==> src/design/shli_pkg.sv <==
// shared types and constants for the symbol hash lookup and insert block
// used by shli_front, shli_back and symbol_hash_lookup_insert
`default_nettype none

package shli_pkg;

  localparam int HASH_W      = 16;
  localparam int CHAR_W      = 8;
  localparam int NAME_CHARS  = 8;
  localparam int NAME_W      = NAME_CHARS * CHAR_W;
  localparam int NAME_IDX_W  = $clog2(NAME_CHARS);
  localparam int CHAR_CNT_W  = 4;

  localparam int SLOT_W      = 10;
  localparam int TABLE_SLOTS = 1 << SLOT_W;
  localparam int STRIDE_W    = HASH_W - SLOT_W;
  localparam int POS_W       = SLOT_W + 2;

  localparam int MAX_ENTRIES = 1024;
  localparam int ENTRY_W     = $clog2(MAX_ENTRIES);
  localparam int ENTRY_CNT_W = 11;
  localparam int INDEX_W     = 10;

  localparam int QDEPTH      = 2;
  localparam int QPTR_W      = $clog2(QDEPTH);
  localparam int QCNT_W      = QPTR_W + 1;

  localparam logic KIND_CHAR = 1'b0;
  localparam logic KIND_END  = 1'b1;

  typedef struct packed {
    logic [HASH_W-1:0] hash;
    logic [NAME_W-1:0] name;
    logic              unhashed;
  } job_t;

  typedef struct packed {
    logic               valid;
    logic [ENTRY_W-1:0] entry;
  } slot_word_t;

endpackage

`default_nettype wire

==> src/design/shli_front.sv <==
// front part: hashes characters, collects the name and queues finished symbols
// depends on shli_pkg
`default_nettype none

module shli_front (
  input  wire                          clk_i,
  input  wire                          rst_ni,
  input  wire                          in_valid_i,
  output logic                         in_stall_o,
  input  wire                          kind_i,
  input  wire  [shli_pkg::CHAR_W-1:0]  char_code_i,
  input  wire                          unhashed_i,
  input  wire                          busy_i,
  output logic                         q_valid_o,
  output shli_pkg::job_t               q_data_o,
  input  wire                          q_pop_i
);
  import shli_pkg::*;

  logic [HASH_W-1:0]     hash_q, hash_d;
  logic [NAME_W-1:0]     name_q, name_d;
  logic [CHAR_CNT_W-1:0] cnt_q, cnt_d;
  logic [HASH_W-1:0]     hsum;
  job_t                  ent_q [QDEPTH];
  logic [QPTR_W-1:0]     wr_ptr_q, rd_ptr_q;
  logic [QCNT_W-1:0]     qcnt_q;
  logic                  accept, push;

  assign in_stall_o = busy_i || (qcnt_q == QCNT_W'(QDEPTH));
  assign accept     = in_valid_i && !in_stall_o;
  assign push       = accept && (kind_i == KIND_END);
  assign q_valid_o  = (qcnt_q != '0);
  assign q_data_o   = ent_q[rd_ptr_q];
  assign hsum       = hash_q + HASH_W'(char_code_i);

  always_comb begin
    hash_d = hash_q;
    name_d = name_q;
    cnt_d  = cnt_q;
    if (accept) begin
      if (kind_i == KIND_CHAR) begin
        hash_d = {hsum[CHAR_W-1:0], hsum[HASH_W-1:CHAR_W]};
        if (cnt_q < CHAR_CNT_W'(NAME_CHARS)) begin
          name_d[CHAR_W*cnt_q[NAME_IDX_W-1:0] +: CHAR_W] = char_code_i;
          cnt_d = cnt_q + 1'b1;
        end
      end else begin
        hash_d = '0;
        name_d = '0;
        cnt_d  = '0;
      end
    end
  end

  always_ff @(posedge clk_i or negedge rst_ni) begin
    if (!rst_ni) begin
      hash_q   <= '0;
      name_q   <= '0;
      cnt_q    <= '0;
      wr_ptr_q <= '0;
      rd_ptr_q <= '0;
      qcnt_q   <= '0;
    end else begin
      hash_q <= hash_d;
      name_q <= name_d;
      cnt_q  <= cnt_d;
      if (push) begin
        wr_ptr_q <= (wr_ptr_q == QPTR_W'(QDEPTH - 1)) ? '0 : wr_ptr_q + 1'b1;
      end
      if (q_pop_i && q_valid_o) begin
        rd_ptr_q <= (rd_ptr_q == QPTR_W'(QDEPTH - 1)) ? '0 : rd_ptr_q + 1'b1;
      end
      if (push && !(q_pop_i && q_valid_o)) begin
        qcnt_q <= qcnt_q + 1'b1;
      end else if (!push && q_pop_i && q_valid_o) begin
        qcnt_q <= qcnt_q - 1'b1;
      end
    end
  end

  always_ff @(posedge clk_i) begin
    if (push) begin
      ent_q[wr_ptr_q] <= '{hash: hash_q, name: name_q, unhashed: unhashed_i};
    end
  end

endmodule

`default_nettype wire

==> config.mk <==
export PLATFORM = sky130hd
export DESIGN_NAME = shli_front
export DESIGN_NICKNAME = d
export VERILOG_FILES = /design/src/design/shli_pkg.sv /design/src/design/shli_front.sv
export SDC_FILE = /design/constraint.sdc
export NUM_CORES = 1
export LEC_CHECK = 0
export BUFFER_PORTS_ARGS = -buffer_cell sky130_fd_sc_hd__clkbuf_2
export CAP_MARGIN = 0
export CORE_AREA = 5 5 157 174
export DETAILED_ROUTE_END_ITERATION = 8
export DIE_AREA = 0 0 162 179
export SYNTH_ARGS = -nofsm -noshare
export SYNTH_HDL_FRONTEND = slang
export SYNTH_SLANG_ARGS = --single-unit
export TNS_END_PERCENT = 100
==> constraint.sdc <==
create_clock -name clk_i -period 4.8 [get_ports clk_i]
set_input_delay 0.48 -clock clk_i [delete_from_list [all_inputs] [get_ports clk_i]]
set_output_delay 0.48 -clock clk_i [all_outputs]
set_load 0.01 [all_outputs]
==> summary.txt <==
========================================================================================
Run status                                                                  finished clean
Upper clock frequency limit                                                    0.357 GHz
Internal Power                                                                   4.40 mW
Cell type with the largest total area after synthesis                       sky130_fd_sc_hd__edfxtp_1
Die width                                                                         162 um
Peak VDD IR                                                                   0.000370 V
Setup repair after global routing missed its margin                                   no
Worst skew pair latency                                                          0.53 ns
Maximum cell stage delay along the critical path                                 1.15 ns
Cells on worst reg2reg path                                                            7
Post-detailed-placement half-perimeter wirelength                                13.5 mm
Dominant cells by area after synthesis                                      sky130_fd_sc_hd__edfxtp_1 (49%), sky130_fd_sc_hd__dfrtp_1 (22%), sky130_fd_sc_hd__mux2_2 (9.1%)
Met3 WL                                                                          1.01 mm
Area inside the core boundary                                                 25200 um^2
Share of flip-flops with an asynchronous set or reset                              0.352
Reported max-cap violation count                                                       0
Crit path kind                                                              flip-flop to output pin
Count of input and output buffers                                                     97
Global-route wire length before repair                                           32.8 mm
Number of standard-cell rows in the floorplan                                         61
Portion of the clock cycle consumed by the worst path in the final layout          0.584
Total gr overflow                                                                      0
Cell with the largest stage delay on the worst path                         sky130_fd_sc_hd__dfrtp_4
Number of synthesized register bits                                                  250
Boundary pin count                                                                    98
Last weighted congestion value of the routability-driven placer                    0.862
Num CTS Buffers                                                                       26
Tmin final                                                                       2.80 ns
ANT cells                                                                              0
Layout Nets                                                                          760
Synthesis-to-layout area growth                                                    16.9%
Count of nets left with antenna violations after detail routing                        0
Relative slew slack                                                                0.216
Die footprint                                                                 29000 um^2
LEAKAGE                                                                          4.59 nW
Fraction of power consumed by sequential logic                                     0.468
Overall fraction of global-route tracks in use                                     0.143
Initial core utilization                                                           0.396
Switching pwr                                                                    1.73 mW
Number of distinct library cells after synthesis                                      50
Ratio of total power to cell area                                            525 nW/um^2
Critical path fanouts, max                                                            82
Most instantiated cells after synthesis                                     sky130_fd_sc_hd__edfxtp_1 (162), sky130_fd_sc_hd__dfrtp_1 (88), sky130_fd_sc_hd__mux2_2 (81)
Routed via count                                                                    5599
Register cell area after layout                                                7070 um^2
Top sig layer                                                                       met4
Post-synth net total                                                                 662
Power Total                                                                      6.12 mW
Post-Syn Area                                                                  9970 um^2
Average cell area after synthesis                                              15.7 um^2
Cells along the critical path                                               mux2_2, clkbuf_2
Worst EP arrival                                                                 2.32 ns
TritonCTS clock tree                                                               built
Hold violation count in the final report                                               0
CTS H-tree lvls                                                                        1
Detailed route wirelength on metal2                                              10.5 mm
Final TNS setup                                                                     0 ns
R2R Setup Slk                                                                    2.23 ns
Via count of the first global-routing pass                                          5816
Maximum buffer depth of the clock tree                                                 3
Met1 WL                                                                          8.95 mm
Library cell with the highest instance count after synthesis                sky130_fd_sc_hd__edfxtp_1
Clock-pin slew on the worst setup and hold paths                                 0.06 ns
Iter 0 DRT Violations                                                                253
Fraction of layout instances using a drive strength above 1                        0.319
Synthesis warning total                                                                0
Pin count of the biggest net entering global routing                                  83
Number of max-slew violations in the final report                                      0
Slew at the pin closest to its max-slew limit                                    1.18 ns
Post-CTS Repair Setup Buffers                                                          0
Resized Gates After CTS                                                                0
Number of detailed-route iterations in the first pass                                  4
DIE HEIGHT                                                                        179 um
Number of inserted filler cells in the final layout                                 2186
Cts hold-fix bufs                                                                      0
Detailed-route DRC error count                                                         0
Worst hold path class                                                       primary input to asynchronous set/reset pin
Total setup violations reported at the end of the flow                                 0
Reg-to-reg endpoint                                                         name_q[37]$_DFFE_PN0P_
CTS root buffer                                                             sky130_fd_sc_hd__clkbuf_16
CP Data Required Time                                                            4.32 ns
Final Skew                                                                     0.0169 ns
Share of synthesized area occupied by flip-flops and latches                       0.708
Source of the worst register-to-register timing path                        cnt_q[0]$_DFFE_PN0P_
Switching portion of total power                                                   0.282
Clock Sink Count                                                                     250
Primary FF master, synth                                                    sky130_fd_sc_hd__edfxtp_1
Via density per instance                                                            5.25
Post-synth EDFFs                                                                     162
CP Launch Type                                                                 flip-flop
Clock network power share                                                          0.329
Detailed Route WL                                                                20.9 mm
Area used by multi-input combinational logic                                   2720 um^2
Gate count after technology mapping                                                  634
Kind of capture point of the worst setup path                                 output pin
Worst hold slack after final layout                                           0.00922 ns
Combinational power share                                                          0.203
Area share of the largest cell type after synthesis                                0.488
Average routed wire per standard cell                                            19.5 um
Number of antenna violations at the first check in global routing                      0
========================================================================================
cells by family (layout without fill, tap and decap cells):
family          after synthesis  count (layout)  synth area share
compound gates              117             117            0.0891
xor+xnor                     17              17            0.0149
fa+ha+maj                    13              13            0.0171
buf+inv                      49             167            0.0201
flops                       250             250             0.708
mux                          85              85            0.0955
simple gates                103             103            0.0549
layout by cell type (no fill, tap or decap), types with 4 or more instances in the layout:
cell type	netlist	routed
sky130_fd_sc_hd__clkinv_2	0	5
sky130_fd_sc_hd__mux2i_1	4	4
sky130_fd_sc_hd__dfrtp_1	88	87
sky130_fd_sc_hd__nand3_1	22	22
sky130_fd_sc_hd__o31ai_1	6	6
sky130_fd_sc_hd__clkbuf_16	0	26
sky130_fd_sc_hd__nand2b_1	7	7
sky130_fd_sc_hd__nor2b_1	4	4
sky130_fd_sc_hd__clkbuf_2	0	96
sky130_fd_sc_hd__ha_1	12	12
sky130_fd_sc_hd__nand2_1	23	23
sky130_fd_sc_hd__buf_4	3	5
sky130_fd_sc_hd__a22o_1	55	55
sky130_fd_sc_hd__nor2_1	22	21
sky130_fd_sc_hd__a21oi_1	10	10
sky130_fd_sc_hd__xor2_1	7	7
sky130_fd_sc_hd__o21ai_1	6	6
sky130_fd_sc_hd__o21ai_0	18	18
sky130_fd_sc_hd__clkbuf_8	0	4
sky130_fd_sc_hd__edfxtp_1	162	162
sky130_fd_sc_hd__inv_1	18	18
sky130_fd_sc_hd__mux2_2	81	81
sky130_fd_sc_hd__o211ai_1	5	5
sky130_fd_sc_hd__xnor2_1	10	10
state kept, by name (all words and copies together), names as in the netlist:
name	count
ent_q	162
qcnt_q	2
wr_ptr_q	1
rd_ptr_q	1
cnt_q	4
hash_q	16
name_q	64
critical path: cells and delay by family, from the launching register on:
kind,cells,cell delay (ns)
flops,1,1.15
mux,1,0.46
buf+inv,1,0.14
per-stage QoR:
| stage | setup WS (ns) | std cells | cell area (um^2) | util |
|---|---|---|---|---|
| after floorplan | 1.30 | 634 | 9980 | - |
| after global placement | 2.19 | 1019 | 10800 | 0.428 |
| after detailed placement | 2.09 | 1019 | 10800 | 0.428 |
| after CTS | 1.94 | 1067 | 11700 | 0.463 |
| after global routing | 1.90 | 1067 | 11700 | 0.463 |
| final | 2.00 | 1067 | 11700 | 0.463 |
metal layers:
layer	vias to the layer above	track usage
li1	2603	-
met1	2843	0.186
met2	120	0.251
met3	33	0.0264
met4	0	0.0328
met5	-	0
final cells by class:
class                   instances  share of cell area
clock buffers                  33              0.0615
clock inverters                15              0.0146
inverters                      18             0.00580
multi-input cells             335               0.233
flip-flops and latches        250               0.607
well taps                     315              0.0338
repair buffers                101              0.0444
power by group through the flow:
stage,Combinational (mW),Clock [mW],Sequential [mW]
floorplan,0.984,0,2.71
global placement,1.24,0,2.90
detailed placement,1.26,0,2.92
CTS,1.27,2.07,2.88
global route,1.36,2.17,2.90
finish,1.24,2.01,2.87
how the worst max path moves through the flow:
stage / startpoint / end / slack, ns / depth (start not counted)
floorplan: in_valid_i / ent_q[0][0]$_DFFE_PP_ / 1.30 / 4
global placement: kind_i / ent_q[0][55]$_DFFE_PP_ / 2.19 / 4
detailed placement: kind_i / ent_q[0][45]$_DFFE_PP_ / 2.09 / 4
CTS: rd_ptr_q$_DFFE_PN0P_ / q_data_o[43] / 1.94 / 2
global route: rd_ptr_q$_DFFE_PN0P_ / q_data_o[43] / 1.90 / 2
finish: rd_ptr_q$_DFFE_PN0P_ / q_data_o[43] / 2.00 / 2
(Power assumes the default switching activity.)
